## src/rtl/pil_pkg.sv

```systemverilog
// ----------------------------------------------------------------------------
// pil_pkg: shared types and codes for the positional insert list
// request and result item layouts, request kinds and result status codes
// ----------------------------------------------------------------------------
package pil_pkg;

  localparam logic [1:0] KIND_FRONT = 2'd0;
  localparam logic [1:0] KIND_END   = 2'd1;
  localparam logic [1:0] KIND_AT    = 2'd2;
  localparam logic [1:0] KIND_POP   = 2'd3;

  localparam logic [1:0] STATUS_DONE  = 2'd0;
  localparam logic [1:0] STATUS_EMPTY = 2'd1;
  localparam logic [1:0] STATUS_FULL  = 2'd2;

  typedef struct packed {
    logic        [1:0]  kind;
    logic signed [31:0] value;
    logic        [7:0]  position;
  } in_item_t;

  typedef struct packed {
    logic        [1:0]  status;
    logic signed [31:0] removed_value;
    logic        [4:0]  item_count;
  } out_item_t;

endpackage

```

## src/rtl/pil_store.sv

```systemverilog
// ----------------------------------------------------------------------------
// pil_store: entry memory of the positional insert list
// one write port, one read port with registered read data
// ----------------------------------------------------------------------------
module pil_store #(
  parameter int DEPTH = 16,
  parameter int AW    = 4
) (
  input  logic          clk,
  input  logic          wr_en,
  input  logic [AW-1:0] wr_addr,
  input  logic [31:0]   wr_data,
  input  logic          rd_en,
  input  logic [AW-1:0] rd_addr,
  output logic [31:0]   rd_data
);

  logic [31:0] mem [DEPTH];
  logic [31:0] rd_data_r;

  always_ff @(posedge clk) begin
    if (wr_en) begin
      mem[wr_addr] <= wr_data;
    end
  end

  always_ff @(posedge clk) begin
    if (rd_en) begin
      rd_data_r <= mem[rd_addr];
    end
  end

  assign rd_data = rd_data_r;

endmodule

```

## src/rtl/positional_insert_list.sv

```systemverilog
// ----------------------------------------------------------------------------
// positional_insert_list: bounded ordered list of signed 32-bit values
// entries live in a circular buffer memory; push front, append, insert at
// index and pop front, one result item per request item
// ----------------------------------------------------------------------------
//
//  channel | ports                  | handshake
//  --------+------------------------+---------------------------------------
//  request | start, busy, in_item   | item taken when start high, busy low
//  result  | out_valid, out_item    | one-cycle strobe, always taken
//
// push front, append, insert at index zero or at/after the end, a full-list
//   insert and a pop on an empty list finish in the cycle they are accepted
// pop front passes through S_POP for the synchronous memory read of the head
// insert at index p inside the list walks S_SHIFT; the single memory write
//   port moves one entry per cycle toward the end
// reset clears state, head, count, pend and the result strobe; the entry memory needs no clearing pass
// the result strobe is registered and fires in the cycle after the item finishes;
//   there is no result-side stall
module positional_insert_list #(
  parameter int CAPACITY = 16
) (
  input  logic               clk,
  input  logic               rst_n,
  input  logic               start,
  output logic               busy,
  input  pil_pkg::in_item_t  in_item,
  output logic               out_valid,
  output pil_pkg::out_item_t out_item
);

  localparam int AW   = (CAPACITY > 1) ? $clog2(CAPACITY) : 1;
  localparam int CW   = $clog2(CAPACITY + 1);
  localparam int CMPW = (CW > 8) ? CW : 8;
  localparam int CXW  = (CW > 5) ? CW : 5;

  typedef enum logic [2:0] {
    S_IDLE  = 3'b001,
    S_POP   = 3'b010,
    S_SHIFT = 3'b100
  } state_t;

  state_t                 state_r, state_nxt;
  logic [AW-1:0]          head_r, head_nxt;
  logic [CW-1:0]          count_r, count_nxt;
  logic [31:0]            req_value_r, req_value_nxt;
  logic [CW-1:0]          pos_r, pos_nxt;
  logic [CW-1:0]          cur_r, cur_nxt;
  logic [CW-1:0]          left_r, left_nxt;
  logic                   pend_r, pend_nxt;
  logic [CW-1:0]          pend_idx_r, pend_idx_nxt;
  logic                   out_valid_r, out_valid_nxt;
  pil_pkg::out_item_t     out_item_r, out_item_nxt;

  logic                   wr_en;
  logic [AW-1:0]          wr_addr;
  logic [31:0]            wr_data;
  logic                   rd_en;
  logic [AW-1:0]          rd_addr;
  logic [31:0]            rd_data;

  logic                   accept;
  logic [CMPW-1:0]        pos_ext;
  logic [CMPW-1:0]        count_ext;
  logic [CW-1:0]          pos_clamp;
  logic                   full;
  logic [AW-1:0]          head_dec;
  logic [AW-1:0]          head_inc;

  // logical index to physical address in the circular buffer
  function automatic logic [AW-1:0] phys(input logic [AW-1:0] head,
                                         input logic [CW-1:0] idx);
    logic [CW:0] sum;
    sum = (CW + 1)'(head) + (CW + 1)'(idx);
    if (sum >= (CW + 1)'(CAPACITY)) begin
      sum = sum - (CW + 1)'(CAPACITY);
    end
    return sum[AW-1:0];
  endfunction

  // count shown on the result, masked to the 5-bit field
  function automatic logic [4:0] show_count(input logic [CW-1:0] cnt);
    logic [CXW-1:0] wide;
    wide = CXW'(cnt);
    return wide[4:0];
  endfunction

  pil_store #(
    .DEPTH (CAPACITY),
    .AW    (AW)
  ) u_store (
    .clk     (clk),
    .wr_en   (wr_en),
    .wr_addr (wr_addr),
    .wr_data (wr_data),
    .rd_en   (rd_en),
    .rd_addr (rd_addr),
    .rd_data (rd_data)
  );

  assign busy   = (state_r != S_IDLE);
  assign accept = start && (state_r == S_IDLE);

  // position past the count lands at the end
  assign pos_ext   = CMPW'(in_item.position);
  assign count_ext = CMPW'(count_r);
  assign pos_clamp = (pos_ext > count_ext) ? count_r : pos_ext[CW-1:0];

  assign full     = (count_r == CW'(CAPACITY));
  assign head_dec = (head_r == '0) ? AW'(CAPACITY - 1) : head_r - AW'(1);
  assign head_inc = (head_r == AW'(CAPACITY - 1)) ? '0 : head_r + AW'(1);

  always_comb begin
    state_nxt     = state_r;
    head_nxt      = head_r;
    count_nxt     = count_r;
    req_value_nxt = req_value_r;
    pos_nxt       = pos_r;
    cur_nxt       = cur_r;
    left_nxt      = left_r;
    pend_nxt      = pend_r;
    pend_idx_nxt  = pend_idx_r;
    out_valid_nxt = 1'b0;
    out_item_nxt  = out_item_r;
    wr_en         = 1'b0;
    wr_addr       = '0;
    wr_data       = in_item.value;
    rd_en         = 1'b0;
    rd_addr       = head_r;

    case (state_r)
      S_IDLE: begin
        if (accept) begin
          out_item_nxt.removed_value = '0;
          if (in_item.kind == pil_pkg::KIND_POP) begin
            if (count_r == '0) begin
              // pop on empty list
              out_valid_nxt           = 1'b1;
              out_item_nxt.status     = pil_pkg::STATUS_EMPTY;
              out_item_nxt.item_count = show_count(count_r);
            end else begin
              // fetch the head, result from S_POP
              rd_en     = 1'b1;
              rd_addr   = head_r;
              state_nxt = S_POP;
            end
          end else if (full) begin
            // insert dropped, list unchanged
            out_valid_nxt           = 1'b1;
            out_item_nxt.status     = pil_pkg::STATUS_FULL;
            out_item_nxt.item_count = show_count(count_r);
          end else if (in_item.kind == pil_pkg::KIND_FRONT ||
                       (in_item.kind == pil_pkg::KIND_AT && pos_clamp == '0)) begin
            // new head one slot back
            wr_en                   = 1'b1;
            wr_addr                 = head_dec;
            head_nxt                = head_dec;
            count_nxt               = count_r + CW'(1);
            out_valid_nxt           = 1'b1;
            out_item_nxt.status     = pil_pkg::STATUS_DONE;
            out_item_nxt.item_count = show_count(count_r + CW'(1));
          end else if (in_item.kind == pil_pkg::KIND_END || pos_clamp == count_r) begin
            // append right after the tail
            wr_en                   = 1'b1;
            wr_addr                 = phys(head_r, count_r);
            count_nxt               = count_r + CW'(1);
            out_valid_nxt           = 1'b1;
            out_item_nxt.status     = pil_pkg::STATUS_DONE;
            out_item_nxt.item_count = show_count(count_r + CW'(1));
          end else begin
            // inner insert: move the tail part up one slot, last entry first
            req_value_nxt = in_item.value;
            pos_nxt       = pos_clamp;
            cur_nxt       = count_r - CW'(1);
            left_nxt      = count_r - pos_clamp;
            pend_nxt      = 1'b0;
            state_nxt     = S_SHIFT;
          end
        end
      end

      S_POP: begin
        head_nxt                   = head_inc;
        count_nxt                  = count_r - CW'(1);
        out_valid_nxt              = 1'b1;
        out_item_nxt.status        = pil_pkg::STATUS_DONE;
        out_item_nxt.removed_value = rd_data;
        out_item_nxt.item_count    = show_count(count_r - CW'(1));
        state_nxt                  = S_IDLE;
      end

      S_SHIFT: begin
        // write back the entry read last cycle one slot further out
        if (pend_r) begin
          wr_en   = 1'b1;
          wr_addr = phys(head_r, pend_idx_r + CW'(1));
          wr_data = rd_data;
        end
        if (left_r != '0) begin
          // read the next entry down; never the one being written
          rd_en        = 1'b1;
          rd_addr      = phys(head_r, cur_r);
          pend_nxt     = 1'b1;
          pend_idx_nxt = cur_r;
          cur_nxt      = cur_r - CW'(1);
          left_nxt     = left_r - CW'(1);
        end else begin
          pend_nxt = 1'b0;
          if (!pend_r) begin
            // gap is open, drop the new value in
            wr_en                      = 1'b1;
            wr_addr                    = phys(head_r, pos_r);
            wr_data                    = req_value_r;
            count_nxt                  = count_r + CW'(1);
            out_valid_nxt              = 1'b1;
            out_item_nxt.status        = pil_pkg::STATUS_DONE;
            out_item_nxt.removed_value = '0;
            out_item_nxt.item_count    = show_count(count_r + CW'(1));
            state_nxt                  = S_IDLE;
          end
        end
      end

      default: begin
        state_nxt = S_IDLE;
      end
    endcase
  end

  always_ff @(posedge clk) begin
    if (!rst_n) begin
      state_r     <= S_IDLE;
      head_r      <= '0;
      count_r     <= '0;
      pend_r      <= 1'b0;
      out_valid_r <= 1'b0;
    end else begin
      state_r     <= state_nxt;
      head_r      <= head_nxt;
      count_r     <= count_nxt;
      pend_r      <= pend_nxt;
      out_valid_r <= out_valid_nxt;
    end
  end

  // payload and walk registers, no reset needed
  always_ff @(posedge clk) begin
    req_value_r <= req_value_nxt;
    pos_r       <= pos_nxt;
    cur_r       <= cur_nxt;
    left_r      <= left_nxt;
    pend_idx_r  <= pend_idx_nxt;
    out_item_r  <= out_item_nxt;
  end

  assign out_valid = out_valid_r;
  assign out_item  = out_item_r;

endmodule
```

## config.mk

```make
export PLATFORM = sky130hd
export DESIGN_NAME = positional_insert_list
export DESIGN_NICKNAME = d
export VERILOG_FILES = /design/src/rtl/pil_pkg.sv /design/src/rtl/pil_store.sv /design/src/rtl/positional_insert_list.sv
export SDC_FILE = /design/constraint.sdc
export NUM_CORES = 1
export LEC_CHECK = 0
export BUFFER_PORTS_ARGS = -buffer_cell sky130_fd_sc_hd__buf_2
export CAP_MARGIN = 15
export CORE_MARGIN = 4
export CORE_UTILIZATION = 31
export DETAILED_ROUTE_END_ITERATION = 10
export GPL_TIMING_DRIVEN = 0
export SLEW_MARGIN = 15
export SYNTH_ARGS = -nofsm -noshare
export SYNTH_HDL_FRONTEND = slang
export SYNTH_SLANG_ARGS = --single-unit
```

## constraint.sdc

```tcl
create_clock -name clk -period 6.46 [get_ports clk]
set_input_delay 0.646 -clock clk [delete_from_list [all_inputs] [get_ports clk]]
set_output_delay 0.646 -clock clk [all_outputs]
set_load 0.1 [all_outputs]
```

; Yosys cells after proc, flatten, opt, wreduce, memory -nomap -nowiden
; Memories as Yosys holds them, arrays and structs flattened. A register that Yosys moved wholly into a read port is not among the register bits.
; Index checks and enable logic that the tools add are counted.
[totals]
ff_bits = 105
ram_bits = 512
inputBits = 45
output_inout_bits = 41
wordCells = 185
n_memories = 1
[classes]
addsub = 16
n_lt_le_gt_ge = 5
n_eq_ne = 26
n_mux = 99
bitwise = 4
reduce_logical = 21
[mem_list]
columns = memory, words, word_bits, read_ports, rd_ports_with_merged_regs, wr, line_no
row1 = u_store.mem, 16, 32, 1, 1, 1, pil_store.sv:18  ; logic [31:0] mem [DEPTH];
[ops]
columns = op, n
row1 = 32-bit two-way mux, 4
row2 = 39-bit two-way mux, 3
row3 = 39-bit one-hot mux with 3 select lines, 1
row4 = 5-bit two-way mux, 23
row5 = 4-bit two-way mux, 20
row6 = 1-bit two-way mux, 25
row7 = 4-bit by 5-bit adder with 6-bit output, 4
row8 = 6-bit by 5-bit greater-or-equal comparator with 1-bit output (second input constant), 4
row9 = 3-bit two-way mux, 8
row10 = 7-bit AND reduction, 3
row11 = 5-bit one-hot mux with 2 select lines, 2
row12 = 4-bit by 1-bit subtractor with 4-bit output (second input constant), 5
row13 = 6-bit AND reduction, 3
row14 = 2-bit != test (second input constant), 8
row15 = 4-bit one-hot mux with 2 select lines, 2
row16 = 5-bit one-hot mux with 3 select lines, 1
row17 = 5-bit by 1-bit subtractor with 5-bit output (second input constant), 3
row18 = 5-bit by 1-bit adder with 5-bit output (second input constant), 2
row19 = 5-bit zero test, 2
row20 = 2-bit two-way mux, 5
row21 = 3-bit != test (second input constant), 3
row22 = 8-bit by 5-bit > comparator with 1-bit output, 1
row23 = 3-bit by 1-bit != test with 1-bit output (second input constant), 2
row24 = 3-bit by 2-bit != test with 1-bit output (second input constant), 2
row25 = 26 further kinds, 35

; Logic depth before layout (Yosys ltp)
; Gate-level depths: netlist (run 1).
[depth]
depth_word = 12
mapped_depth = 17
ltp_nobuf = 16

; Hierarchy
; From an unflattened synthesis (run 1), not the netlist that was laid out.
[unflattened]
hier_cells = 1430
area_unflattened_um2 = 26346.5
[modules_own_cells]
columns = mod, instances, cells_each, area_per_inst_um2, seq_area_each_um2
row1 = pil_store, 1, 838, 20174.3, 16335.7
row2 = positional_insert_list, 1, 592, 6172.2, 2922.8

; Least setup slack after synthesis (run 1)
; Ideal clock, no wire load.
[synth_path]
path_kind = input port to flip-flop
start = input port in_item[3] in the netlist's numbering
end = memory u_store.mem[14][0] (enable)
setup_ns = 0.502
arrival_ns = 6.533
t_required_ns = 5.958
path_slack_ns = -0.575
path_stages = 13
n_path_buf = 0
path_cell_list = ha_1 > a211oi_1 > a21oi_1 > nor2_1 > a21oi_1 > ha_1 > nand4_1 > nand2b_1 > and3_1 > and3_1 > nor3_2 > a32oi_1 > nor4_1
[synth_via]
elab_chain_cells = 12
word_cells_on_any_way = 21
classes_between = order compare (1) / eq/ne (1) / mux (15) / reduce/logical (4)
[synth_lines]
columns = item, line_no
row1 = from (decl), positional_insert_list.sv:27  ; input pil_pkg::in_item_t in_item,
row2 = 8-bit by 5-bit > comparator with 1-bit output, positional_insert_list.sv:107  ; assign pos_clamp = (pos_ext > count_ext) ? count_r : pos_ext[CW-1:0];
row3 = 5-bit two-way mux *, positional_insert_list.sv:107
row4 = 5-bit == test / 5-bit zero test (equally long branches), "positional_insert_list.sv:162, positional_insert_list.sv:153"
row5 = 1-bit logical OR / 1-bit logical AND (equally long branches), "positional_insert_list.sv:162, positional_insert_list.sv:153"
row6 = 1-bit two-way mux / 1-bit logical OR (equally long branches), "positional_insert_list.sv:162, positional_insert_list.sv:152"
row7 = 1-bit two-way mux, positional_insert_list.sv:152  ; end else if (in_item.kind == pil_pkg::KIND_FRONT ||
row8 = 1-bit two-way mux, positional_insert_list.sv:147  ; end else if (full) begin
row9 = 1-bit two-way mux, positional_insert_list.sv:135  ; if (in_item.kind == pil_pkg::KIND_POP) begin
row10 = 1-bit two-way mux, positional_insert_list.sv:133  ; if (accept) begin
row11 = 1-bit one-hot mux with 2 select lines, positional_insert_list.sv:131  ; case (state_r)
row12 = 1-bit two-way mux, pil_store.sv:22  ; if (wr_en) begin
row13 = 1-bit two-way mux (not written as such), pil_store.sv:23  ; mem[wr_addr] <= wr_data;
row14 = to (decl), pil_store.sv:18
; Every way passes the cells marked *; elsewhere a longest branch is shown, timed or not.

; Worst setup path in the final report (run 1)
[layout_path]
start = register count_r[1]
end = memory u_store.mem[4][17] (enable)
[layout_via]
elab_chain_cells = 12
word_cells_on_any_way = 26
classes_between = add/sub (2) / order compare (2) / eq/ne (2) / mux (16) / reduce/logical (4)
[layout_lines]
columns = item, line_no
row1 = from (decl), positional_insert_list.sv:45  ; logic [CW-1:0] count_r, count_nxt;
row2 = from (signal assigned), positional_insert_list.sv:240  ; count_r <= count_nxt;
row3 = 8-bit by 5-bit > comparator with 1-bit output, positional_insert_list.sv:107
row4 = 5-bit two-way mux, positional_insert_list.sv:107
row5 = 5-bit == test / 5-bit zero test (equally long branches), "positional_insert_list.sv:162, positional_insert_list.sv:153"
row6 = 1-bit logical OR / 1-bit logical AND (equally long branches), "positional_insert_list.sv:162, positional_insert_list.sv:153"
row7 = 1-bit two-way mux / 1-bit logical OR (equally long branches), "positional_insert_list.sv:162, positional_insert_list.sv:152"
row8 = 1-bit two-way mux, positional_insert_list.sv:152
row9 = 1-bit two-way mux, positional_insert_list.sv:147
row10 = 1-bit two-way mux, positional_insert_list.sv:135
row11 = 1-bit two-way mux, positional_insert_list.sv:133
row12 = 1-bit one-hot mux with 2 select lines, positional_insert_list.sv:131
row13 = 1-bit two-way mux, pil_store.sv:22
row14 = 1-bit two-way mux (not written as such), pil_store.sv:23
; Several ways; a longest one is shown, not always the timed one.

==> results of run 1 <==
==> flip-flops by register name, summed over array words and instances, names as in the netlist <==
signal / flops
head_r: 4
count_r: 5
state_r: 3
u_store.mem: 512
out_valid: 1
req_value_r: 32
out_item: 39
pend_idx_r: 4
pend_r: 1
left_r: 5
cur_r: 4
u_store.rd_data: 32
pos_r: 4
==> kinds of logic after synthesis <==
logic type,after synthesis
AO/OA/AOI/OAI,465
multiplexers,39
XOR/XNOR,28
adder cells (fa/ha/maj),35
flip-flops,646
AND/OR/NAND/NOR,537
buffers and inverters,152
==> per-stage QoR <==
| step | cell area [um^2] | worst slack (ns) | TNS (ns) | utilization (%) |
|---|---|---|---|---|
| 6_report | 32200 | 0.418 | 0 | 37.0 |
| 5_1_grt | 32200 | -0.0208 | -0.118 | 37.0 |
| 4_1_cts | 32100 | 0.323 | 0 | 37.0 |
| 3_5_place_dp | 30000 | 0.329 | 0 | 34.6 |
| 3_3_place_gp | 29100 | -4.70 | -1880.53 | 33.5 |
| 2_1_floorplan | 27200 | -0.575 | -213.10 | - |
==> path summary, 6_finish.rpt <==
| kind | startpoint | endpoint | slack (ns) | cells past startpoint |
|---|---|---|---|---|
| hold / removal | in_item[20] | req_value_r[12] | 0.24 | 1 |
| setup / recovery | count_r[1] | u_store.mem[4][17] | 0.42 | 19 |
| hold reg to reg | cur_r[1] | pend_idx_r[1] | 0.54 | 0 |
| setup reg to reg | count_r[1] | u_store.mem[4][17] | 0.42 | 19 |
==> layout by cell type (no fill, tap or decap), types with 14 or more instances in the layout <==
cell	n
a21oi_1	39
inv_1	24
o21ai_1	33
o21ai_0	18
a211oi_1	131
nand2_1	282
clkbuf_1	94
xor2_1	14
buf_2	147
and2_1	127
mux4_2	32
buf_6	24
buf_4	56
nor2_1	24
clkinv_1	14
edfxtp_1	632
a31oi_1	130
nand3_1	17
and3_1	36
a22oi_1	64
xnor2_1	14
clkbuf_16	67
ha_1	30
dfxtp_1	14
==> layout make-up <==
class | instances | area, um^2
Antenna cell | 5 | 12.5
Buffer | 124 | 598
Clock inverter | 39 | 360
Clock buffer | 80 | 1730
Multi-Input combinational cell | 1104 | 7430
Sequential cell | 646 | 19300
Fill cell | 8125 | 54700
Tap cell | 1155 | 1450
Timing Repair Buffer | 191 | 1230
Inverter | 28 | 105
==> power by group <==
part / internal [mW] / total (mW) / switching [mW]
Sequential: 5.05 / 5.16 / 0.118
Combinational: 0.975 / 3.28 / 2.30
Clock: 2.09 / 3.72 / 1.62
==> per-layer routing <==
layer / vias to the layer above / routed length (um)
li1: 7935 / -
met1: 9016 / 32700
met2: 837 / 36100
met3: 130 / 7670
met4: 0 / 1960
met5: - / 0
==> impl_results.md, run 1 <==
- Hold WS: 0.242 ns
- Hold_buf cts: 0
- Die Span Y: 304 um
- Type of the most critical hold path: input port to flip-flop
- Rows: 108
- Final net count: 2242
- Crit path kind: flip-flop to flip-flop
- Post-synth cell types: 65
- Final Max Tran Viols: 0
- Total clock sinks: 646
- CP max stage cell: nor4_2
- Slew headroom: 27.0%
- Max Cap Viol: 0
- Area Overhead vs Synth: 18.2%
- Post-Syn Nets: 1982
- Synth Area in Compound Gates: 11.5%
- Initial DRC Count: 1895
- Post-Synth Adder-Cell Area: 1.75%
- Root Driver: clkbuf_16
- Cell count after placement: 3246
- Leading post-synthesis cells by cell area: edfxtp_1 70%, nand2_1 3.9%, a211oi_1 3.6%
- Post_cts resized: 0
- Clk buf depth: 3
- Number of H-tree levels: 3
- Post-Syn Area: 27200 um^2
- Routing usage on met3: 4.34%
- Synth Area in XOR/XNOR: 0.901%
- Layout cell share with drive strength beyond 1: 17.8%
- Crit path arrival time: 6.36 ns
- Clk_lat worst skew: 0.62 ns
- Post-CTS Repair Setup Buffers: 0
- PwrDens: 378 nW/um^2
- Crit end category: flip-flop
- Remaining DRCs: 0
- Vias per cell: 5.31
- Initial antenna violation count: 6
- Startpoint types: flip-flop
- Buffers on Ports: 85
- Main combinational cell family by area after synthesis: compound AO/OA/AOI/OAI gates
- Post-synthesis cell count: 1902
- Vias in the first global route: 17.5k
- Synthesis Warnings: 0
- Met1 Track Usage GR: 22.5%
- Largest net degree at the start of global routing: 30
- Synth cell count leaders: 632 x edfxtp_1, 282 x nand2_1, 131 x a211oi_1
- Final setup vio count: 0
- Max Clock Freq: 166 MHz
- CP max stage delay: 0.76 ns
- Non-Filler Instances: 3372
- CTS tree: yes
- LEAKAGE: 10.8 nW
- Post-Synth Simple-Gate Area: 9.57%
- WL per Instance: 23.3 um
- Primary FF master, synth: edfxtp_1
- Die width: 304 um
- Power Total: 12.2 mW
- Delay-heaviest family, CP: simple AND/OR/NAND/NOR gates
- HPWL after detailed placement: 55.9 mm
- RePlAce Congestion: 0.868
- Area leader, netlist: edfxtp_1
- Ys async rst share: 0%
- Clk pin slew, worst setup/hold paths: 0.06 ns
- Critical Path RT: 6.78 ns
- Post-synthesis sequential area ratio: 70.7%
- Slew at the pin closest to its max-slew limit: 1.10 ns
- Most frequent cell after synthesis: edfxtp_1
- Final Critical Period: 6.04 ns
- Core area: 86900 um^2
- CP Cell Sequence: inv_1, ha_1, nor2b_1, o21bai_1, a21oi_1, nor2_2, nor2_1, a21oi_1, ha_1, nand4_1, nand2b_1, and3_1, and3_1, nor3_2, a32oi_1, nor4_2, buf_4, buf_2, buf_4
- Post-DRT Antenna Nets: 0
- Worst-path fanout max: 9
- GR peak layer: met2
- Mux cell area share after synthesis: 2.90%
- Buf/Inv on CP: 4
- Synth top area share: 69.7%
- GRT Total Usage: 16.4%
- Count of state elements after synthesis: 646
- Worst Skew: 0.0234 ns
- Detailed Route WL: 78.5 mm
- Max IR drop VDD: 0.435 mV
- Congestion Overflow GR: 0
- Final hold violation count: 0
- Status: finished clean
- Routing usage on met2: 25.7%
- Post-synth EDFFs: 632
- Fin crit share: 93.5%
- Via count: 17.9k
- Initial Util: 31.3%
- Syn Area/Cell: 14.3 um^2
- First-pass DRT Iterations: 5
- Cts bufs inserted: 67
- First-pass GRT wire length: 115 mm
- Total Die Area: 92600 um^2
- Num ports: 86
- RSZ-0062 raised after global routing: true
Note: power is estimated with default switching activity, not from simulation.
==> inputs of run 2 (changes only) <==
--- a/config.mk
+++ b/config.mk
@@ -7,10 +7,13 @@
 export LEC_CHECK = 0
 export BUFFER_PORTS_ARGS = -buffer_cell sky130_fd_sc_hd__buf_2
 export CAP_MARGIN = 15
+export CELL_PAD_IN_SITES_DETAIL_PLACEMENT = 1
+export CELL_PAD_IN_SITES_GLOBAL_PLACEMENT = 1
 export CORE_MARGIN = 4
 export CORE_UTILIZATION = 31
 export DETAILED_ROUTE_END_ITERATION = 10
 export GPL_TIMING_DRIVEN = 0
+export PLACE_DENSITY_LB_ADDON = 0.1
 export SLEW_MARGIN = 15
 export SYNTH_ARGS = -nofsm -noshare
 export SYNTH_HDL_FRONTEND = slang
==> run 2 against run 1 <==
Clock-buffer cell count grew 17. Clock power grew 12%. Hold slack lost 0.017 ns. Critical path type unchanged. Largest power group unchanged. Highest routed layer is now met5.
==> impl_results.md, run 2 (same netlist as run 1, synthesis figures left out) <==
- CP max stage delay: 0.61 ns (was 0.76 ns)
- Worst-path fanout max: 9 (unchanged)
- Congestion Overflow GR: 0 (unchanged)
- Most frequent cells in the layout: 632 x edfxtp_1, 282 x nand2_1, 156 x buf_2 (was 632 x edfxtp_1, 282 x nand2_1, 147 x buf_2)
- Top reg by flops: u_store.mem (unchanged)
- Delay-heaviest family, CP: simple AND/OR/NAND/NOR gates (unchanged)
- Detailed Route WL: 92.9 mm (was 78.5 mm)
- Fin crit share: 94.3% (was 93.5%)
- Buf/Inv on CP: 6 (was 4)
- Utilization after layout: 37.6% (was 37.0%)
- Status: finished clean (unchanged)
- Critical Path Stages: 20 (was 19)
- Final hold violation count: 0 (unchanged)
- Fillers: 8964 (was 8125)
- Die Span Y: 304 um (unchanged)
- Core area: 86900 um^2 (unchanged)
- Type of the most critical hold path: input port to flip-flop (unchanged)
- Clk pin slew, worst setup/hold paths: 0.06 ns (about the same)
- Design area: 32700 um^2 (was 32200 um^2)
- Hold Path Depth: 1 (unchanged)
- Final setup vio count: 0 (unchanged)
- Slew headroom: 17.4% (was 27.0%)
- WL per Instance: 27.3 um (was 23.3 um)
- First-pass DRT Iterations: 5 (unchanged)
- Via count: 17.8k (was 17.9k)
- Largest net degree at the start of global routing: 37 (was 30)
- Total clock sinks: 646 (unchanged)
- Number of H-tree levels: 3 (unchanged)
- Root Driver: clkbuf_16 (unchanged)
- CP Cell Sequence: clkinvlp_4, ha_1, nor2b_1, o21bai_1, a21oi_1, nor2_2, a21oi_1, ha_1, nand4_1, nand2b_1, and3_1, and3_1, nor3_2, a32oi_1, clkbuf_4, nor4_4, buf_4, buf_2, buf_4, buf_2 (was inv_1, ha_1, nor2b_1, o21bai_1, a21oi_1, nor2_2, nor2_1, a21oi_1, ha_1, nand4_1, nand2b_1, and3_1, and3_1, nor3_2, a32oi_1, nor4_2, buf_4, buf_2, buf_4)
- Remaining DRCs: 0 (unchanged)
- RePlAce Congestion: 0.759 (was 0.868)
- Max Cap Viol: 0 (unchanged)
- Max IR drop VDD: 0.193 mV (was 0.435 mV)
- Num ports: 86 (unchanged)
- Area Overhead vs Synth: 20.1% (was 18.2%)
- Worst Skew: 0.0231 ns (was 0.0234 ns)
- Cell count after placement: 3267 (was 3246)
- Worst r2r path cells: 20 (was 19)
- RSZ-0062 raised after global routing: false (was true)
- Clk buf depth: 3 (unchanged)
- Max reg flops: 512 (unchanged)
- Max Clock Freq: 164 MHz (was 166 MHz)
- Layout cell share with drive strength beyond 1: 19.2% (was 17.8%)
- Crit path arrival time: 6.40 ns (was 6.36 ns)
- Rows: 108 (unchanged)
- Startpoint types: flip-flop (unchanged)
- PwrDens: 391 nW/um^2 (was 378 nW/um^2)
- Crit end category: flip-flop (unchanged)
- Die width: 304 um (unchanged)
- Vias in the first global route: 19.0k (was 17.5k)
- Cts bufs inserted: 76 (was 67)
- Final net count: 2273 (was 2242)
- Commonest non-fill, non-tap cell in the layout: edfxtp_1 (unchanged)
- Crit path kind: flip-flop to flip-flop (unchanged)
- GRT Total Usage: 19.8% (was 16.4%)
- First-pass GRT wire length: 135 mm (was 115 mm)
- Initial Util: 31.3% (unchanged)
- DP Area: 30200 um^2 (was 30000 um^2)
- Final Max Tran Viols: 0 (unchanged)
- CTS tree: yes (unchanged)
- Non-Filler Instances: 3407 (was 3372)
- Slew at the pin closest to its max-slew limit: 1.24 ns (was 1.10 ns)
- Critical Path RT: 6.77 ns (was 6.78 ns)
- LEAKAGE: 11.1 nW (was 10.8 nW)
- Vias per cell: 5.23 (was 5.31)
- Final Critical Period: 6.09 ns (was 6.04 ns)
- Initial DRC Count: 1452 (was 1895)
- Buffers on Ports: 85 (unchanged)
- CP max stage cell: dfxtp_1 (was nor4_2)
- Total Die Area: 92600 um^2 (unchanged)
- Post-DRT Antenna Nets: 0 (unchanged)
- Initial antenna violation count: 5 (was 6)
- Clk_lat worst skew: 0.62 ns (about the same)
- HPWL after detailed placement: 65.6 mm (was 55.9 mm)
-- run 2: cell count changes in the layout (fill, tap and decap cells not counted), moves of 3 or more --
cell / previous run / this run
clkbuf_2: 0 / 6
buf_4: 56 / 64
clkbuf_16: 67 / 79
buf_2: 147 / 156
nor4_2: 11 / 5
nor4_4: 5 / 11
clkinv_2: 13 / 10
buf_6: 24 / 28
-- run 2: report_power, final --
group,internal [mW],leakage (nW),switching [mW]
registers,5.05,5.78,0.117
clock network,2.44,1.16,1.73
logic,0.997,4.19,2.46
-- run 2: metal layers --
| metal | GRT usage (%) | wire length [um] | vias up |
|---|---|---|---|
| met4 | 4.72 | 1900 | 2 |
| li1 | - | - | 7988 |
| met5 | 0 | 9 | - |
| met3 | 3.51 | 5070 | 131 |
| met2 | 33.0 | 44200 | 407 |
| met1 | 27.1 | 41700 | 9304 |
-- run 2: worst paths after layout --
| check | startpoint | slack, ns | end |
|---|---|---|---|
| worst min-delay path | in_item[33] | 0.23 | req_value_r[25] |
| worst max-delay path | count_r[1] | 0.37 | u_store.mem[3][18] |
| worst min register to register | cur_r[1] | 0.56 | pend_idx_r[1] |
| worst max register to register | count_r[1] | 0.37 | u_store.mem[3][18] |
-- run 2: worst reg2reg max path, delay by kind of cell, from the launching register on --
kind	cells	cell delay (ns)
and+or+nand+nor	8	2.22
adders and majority gates	2	0.70
DFF	1	0.61
AOI/OAI and AO/OA	4	0.84
buffers and inverters	6	1.45
-- run 2: timing repair --
action                     in CTS  in global routing
setup endpoints to repair      10                122
resized for setup               3                  7
setup buffers                   0                  2
hold buffers                    0                  0
pin swaps                       0                  1
-- run 2: area by class of cell --
| type | instances | area, um^2 | share of cell area (%) |
|---|---|---|---|
| plain buffers | 124 | 606 | 1.85 |
| clock inverters | 37 | 327 | 0.999 |
| multi-input cells | 1104 | 7490 | 22.9 |
| flip-flops and latches | 646 | 19300 | 58.9 |
| repair buffers | 213 | 1400 | 4.29 |
| well taps | 1155 | 1450 | 4.42 |
| diodes | 3 | 7.51 | 0.0230 |
| inverters | 28 | 111 | 0.341 |
| clock buffers | 97 | 2040 | 6.25 |
-- run 2: per-stage QoR --
step / hold slack, ns / setup WS [ns] / TNS (ns) / total power, mW
floorplan: 0.479 / -0.575 / -213.10 / 7.39
global placement: 0.529 / -5.97 / -2491.10 / 8.57
detailed placement: 0.530 / -0.121 / -0.679 / 8.71
CTS: 0.184 / -0.00184 / -0.00184 / 12.9
global route: 0.193 / 0.0145 / 0 / 13.4
finish: 0.225 / 0.371 / 0 / 12.8
==> inputs of run 3 (changes only) <==
--- a/config.mk
+++ b/config.mk
@@ -5,15 +5,16 @@
 export SDC_FILE = /design/constraint.sdc
 export NUM_CORES = 1
 export LEC_CHECK = 0
-export BUFFER_PORTS_ARGS = -buffer_cell sky130_fd_sc_hd__buf_2
 export CAP_MARGIN = 15
 export CELL_PAD_IN_SITES_DETAIL_PLACEMENT = 1
 export CELL_PAD_IN_SITES_GLOBAL_PLACEMENT = 1
 export CORE_MARGIN = 4
 export CORE_UTILIZATION = 31
 export DETAILED_ROUTE_END_ITERATION = 10
+export DONT_BUFFER_PORTS = 1
 export GPL_TIMING_DRIVEN = 0
 export PLACE_DENSITY_LB_ADDON = 0.1
+export SKIP_CTS_REPAIR_TIMING = 1
 export SLEW_MARGIN = 15
 export SYNTH_ARGS = -nofsm -noshare
 export SYNTH_HDL_FRONTEND = slang
==> run 3 against run 2 <==
Die area did not move. Cell area fell by 0.94%. Sequential power rose by 11%. Setup slack improved by 0.14 ns. Via count fell by 1.7%. Hold slack got worse by 0.10 ns. Critical endpoint unchanged. Largest cell class unchanged.
==> impl_results.md, run 3 (same netlist as run 1, synthesis figures left out) <==
- Status: finished clean (unchanged)
- Core area: 86900 um^2 (unchanged)
- Total clock sinks: 646 (unchanged)
- Top reg by flops: u_store.mem (unchanged)
- Routing usage on met2: 32.0% (was 33.0%)
- Hold WS: 0.123 ns (was 0.225 ns)
- Area Overhead vs Synth: 19.0% (was 20.1%)
- R2R Path Start: count_r[1] (unchanged)
- GR peak layer: met2 (unchanged)
- Congestion Overflow GR: 0 (unchanged)
- Die width: 304 um (unchanged)
- Met1 Track Usage GR: 27.5% (was 27.1%)
- Type of the most critical hold path: input port to flip-flop (unchanged)
- CP dominant cell by count: buf_2
- Max reg flops: 512 (unchanged)
- Routing usage on met3: 3.54% (was 3.51%)
- Startpoint types: flip-flop (unchanged)
- Vias per cell: 5.27 (was 5.23)
- HPWL after detailed placement: 65.7 mm (was 65.6 mm)
- Fillers: 8942 (was 8964)
- Worst Skew: 0.0234 ns (was 0.0231 ns)
- LEAKAGE: 10.8 nW (was 11.1 nW)
- Worst-path fanout max: 9 (unchanged)
- Buf/Inv on CP: 5 (was 6)
- Final Critical Period: 5.95 ns (was 6.09 ns)
- Max IR drop VDD: 0.247 mV (was 0.193 mV)
- Commonest non-fill, non-tap cell in the layout: edfxtp_1 (unchanged)
- Initial DRC Count: 1458 (was 1452)
- CTS tree: yes (unchanged)
- Delay-heaviest family, CP: simple AND/OR/NAND/NOR gates (unchanged)
- Critical Path RT: 6.77 ns (about the same)
- Buffers on Ports: 0 (was 85)
- Final WS setup: 0.515 ns (was 0.371 ns)
- Vias in the first global route: 18.2k (was 19.0k)
- GRT Total Usage: 19.9% (was 19.8%)
- CP max stage delay: 0.50 ns (was 0.61 ns)
- CP max stage cell: dfxtp_1 (unchanged)
- Max Cap Viol: 0 (unchanged)
- Final Max Tran Viols: 0 (unchanged)
- Crit path arrival time: 6.25 ns (was 6.40 ns)
- Layout cell share with drive strength beyond 1: 16.4% (was 19.2%)
- PwrDens: 395 nW/um^2 (was 391 nW/um^2)
- Setup Total Neg Slack: 0 ns (unchanged)
- Slew headroom: 7.72% (was 17.4%)
- Min-delay src: in_item[39] (was in_item[33])
- Worst Setup SP: count_r[1] (unchanged)
- Clk buf depth: 3 (unchanged)
- Initial Util: 31.3% (unchanged)
- Root Driver: clkbuf_16 (unchanged)
- First-pass DRT Iterations: 5 (unchanged)
- Final hold violation count: 0 (unchanged)
- Slew at the pin closest to its max-slew limit: 1.38 ns (was 1.24 ns)
- CP Cell Sequence: inv_1, ha_1, nor2b_1, o21bai_1, a21oi_1, nor2_2, a21oi_1, ha_1, nand4_1, nand2b_1, and3_1, and3_1, nor3_2, a32oi_2, nor4_4, buf_4, buf_2, buf_2, buf_2 (was clkinvlp_4, ha_1, nor2b_1, o21bai_1, a21oi_1, nor2_2, a21oi_1, ha_1, nand4_1, nand2b_1, and3_1, and3_1, nor3_2, a32oi_1, clkbuf_4, nor4_4, buf_4, buf_2, buf_4, buf_2)
- Pre-CTS WS: 0.0510 ns (was -0.121 ns)
- Total Die Area: 92600 um^2 (unchanged)
- Max Clock Freq: 168 MHz (was 164 MHz)
- Final setup vio count: 0 (unchanged)
- Remaining DRCs: 0 (unchanged)
- First-pass GRT wire length: 134 mm (was 135 mm)
- Crit path kind: flip-flop to flip-flop (unchanged)
- Crit end category: flip-flop (unchanged)
- WL per Instance: 28.0 um (was 27.3 um)
- Largest net degree at the start of global routing: 23 (was 37)
- Die Span Y: 304 um (unchanged)
- Initial antenna violation count: 6 (was 5)
- Clk pin slew, worst setup/hold paths: 0.06 ns (about the same)
- RSZ-0062 raised after global routing: false (unchanged)
- RePlAce Congestion: 0.763 (was 0.759)
- Cts bufs inserted: 77 (was 76)
- Via count: 17.5k (was 17.8k)
- Num ports: 86 (unchanged)
- Final net count: 2191 (was 2273)
- Fin crit share: 92.0% (was 94.3%)
- Rows: 108 (unchanged)
- Post-DRT Antenna Nets: 0 (unchanged)
- Detailed Route WL: 93.3 mm (was 92.9 mm)
- Number of H-tree levels: 3 (unchanged)
- Most frequent cells in the layout: 632 x edfxtp_1, 282 x nand2_1, 131 x a211oi_1 (was 632 x edfxtp_1, 282 x nand2_1, 156 x buf_2)
- Clk_lat worst skew: 0.62 ns (about the same)
## run 3: path summary, 6_finish.rpt
path / end / slack, ns / cells past startpoint
max: u_store.mem[3][18] / 0.51 / 19
min: req_value_r[31] / 0.12 / 0
max reg2reg: u_store.mem[3][18] / 0.51 / 19
min reg2reg: pend_idx_r[1] / 0.56 / 0
## run 3: final cells by class
cell class | instances | area, um^2 | area share [%]
Antenna cell | 10 | 25.0 | 0.0773
Buffer | 124 | 606 | 1.87
Clock buffer | 95 | 2080 | 6.42
Clock inverter | 37 | 329 | 1.02
Inverter | 28 | 105 | 0.325
Multi-Input combinational cell | 1104 | 7520 | 23.2
Sequential cell | 646 | 19300 | 59.5
Tap cell | 1155 | 1450 | 4.46
Timing Repair Buffer | 130 | 1020 | 3.15
## run 3: stage by stage
stage          total power [mW]  instances  utilization [%]  cell area [um^2]
3_5_place_dp               8.65       3186             34.4             29900
5_1_grt                    13.3       3319             37.2             32400
3_3_place_gp               8.51       3057             33.0             28700
4_1_cts                    12.9       3318             37.1             32300
6_report                   12.8       3329             37.3             32400
2_1_floorplan              7.39       1902                -             27200
## run 3: worst register-to-register path, cell delays in order (launching register included)
cell      delay, ns
dfxtp_1        0.50
inv_1          0.30
ha_1           0.38
nor2b_1        0.14
o21bai_1       0.16
a21oi_1        0.16
nor2_2         0.32
a21oi_1        0.17
ha_1           0.38
nand4_1        0.21
nand2b_1       0.20
and3_1         0.20
and3_1         0.24
nor3_2         0.41
a32oi_2        0.43
nor4_4         0.48
buf_4          0.26
buf_2          0.24
buf_2          0.23
buf_2          0.23
## run 3: metal layers
metal  share of wire (%)  vias to the layer above
li1                    -                     7828
met1                  45                     9130
met2                  47                      447
met3                 5.3                      123
met4                 3.0                        0
met5                   0                        -
## run 3: where the power goes
group | leakage, nW | internal (mW) | switching (mW) | total (mW)
registers | 5.78 | 5.05 | 0.653 | 5.71
clock network | 1.17 | 2.48 | 1.74 | 4.21
logic | 3.85 | 0.947 | 1.92 | 2.87
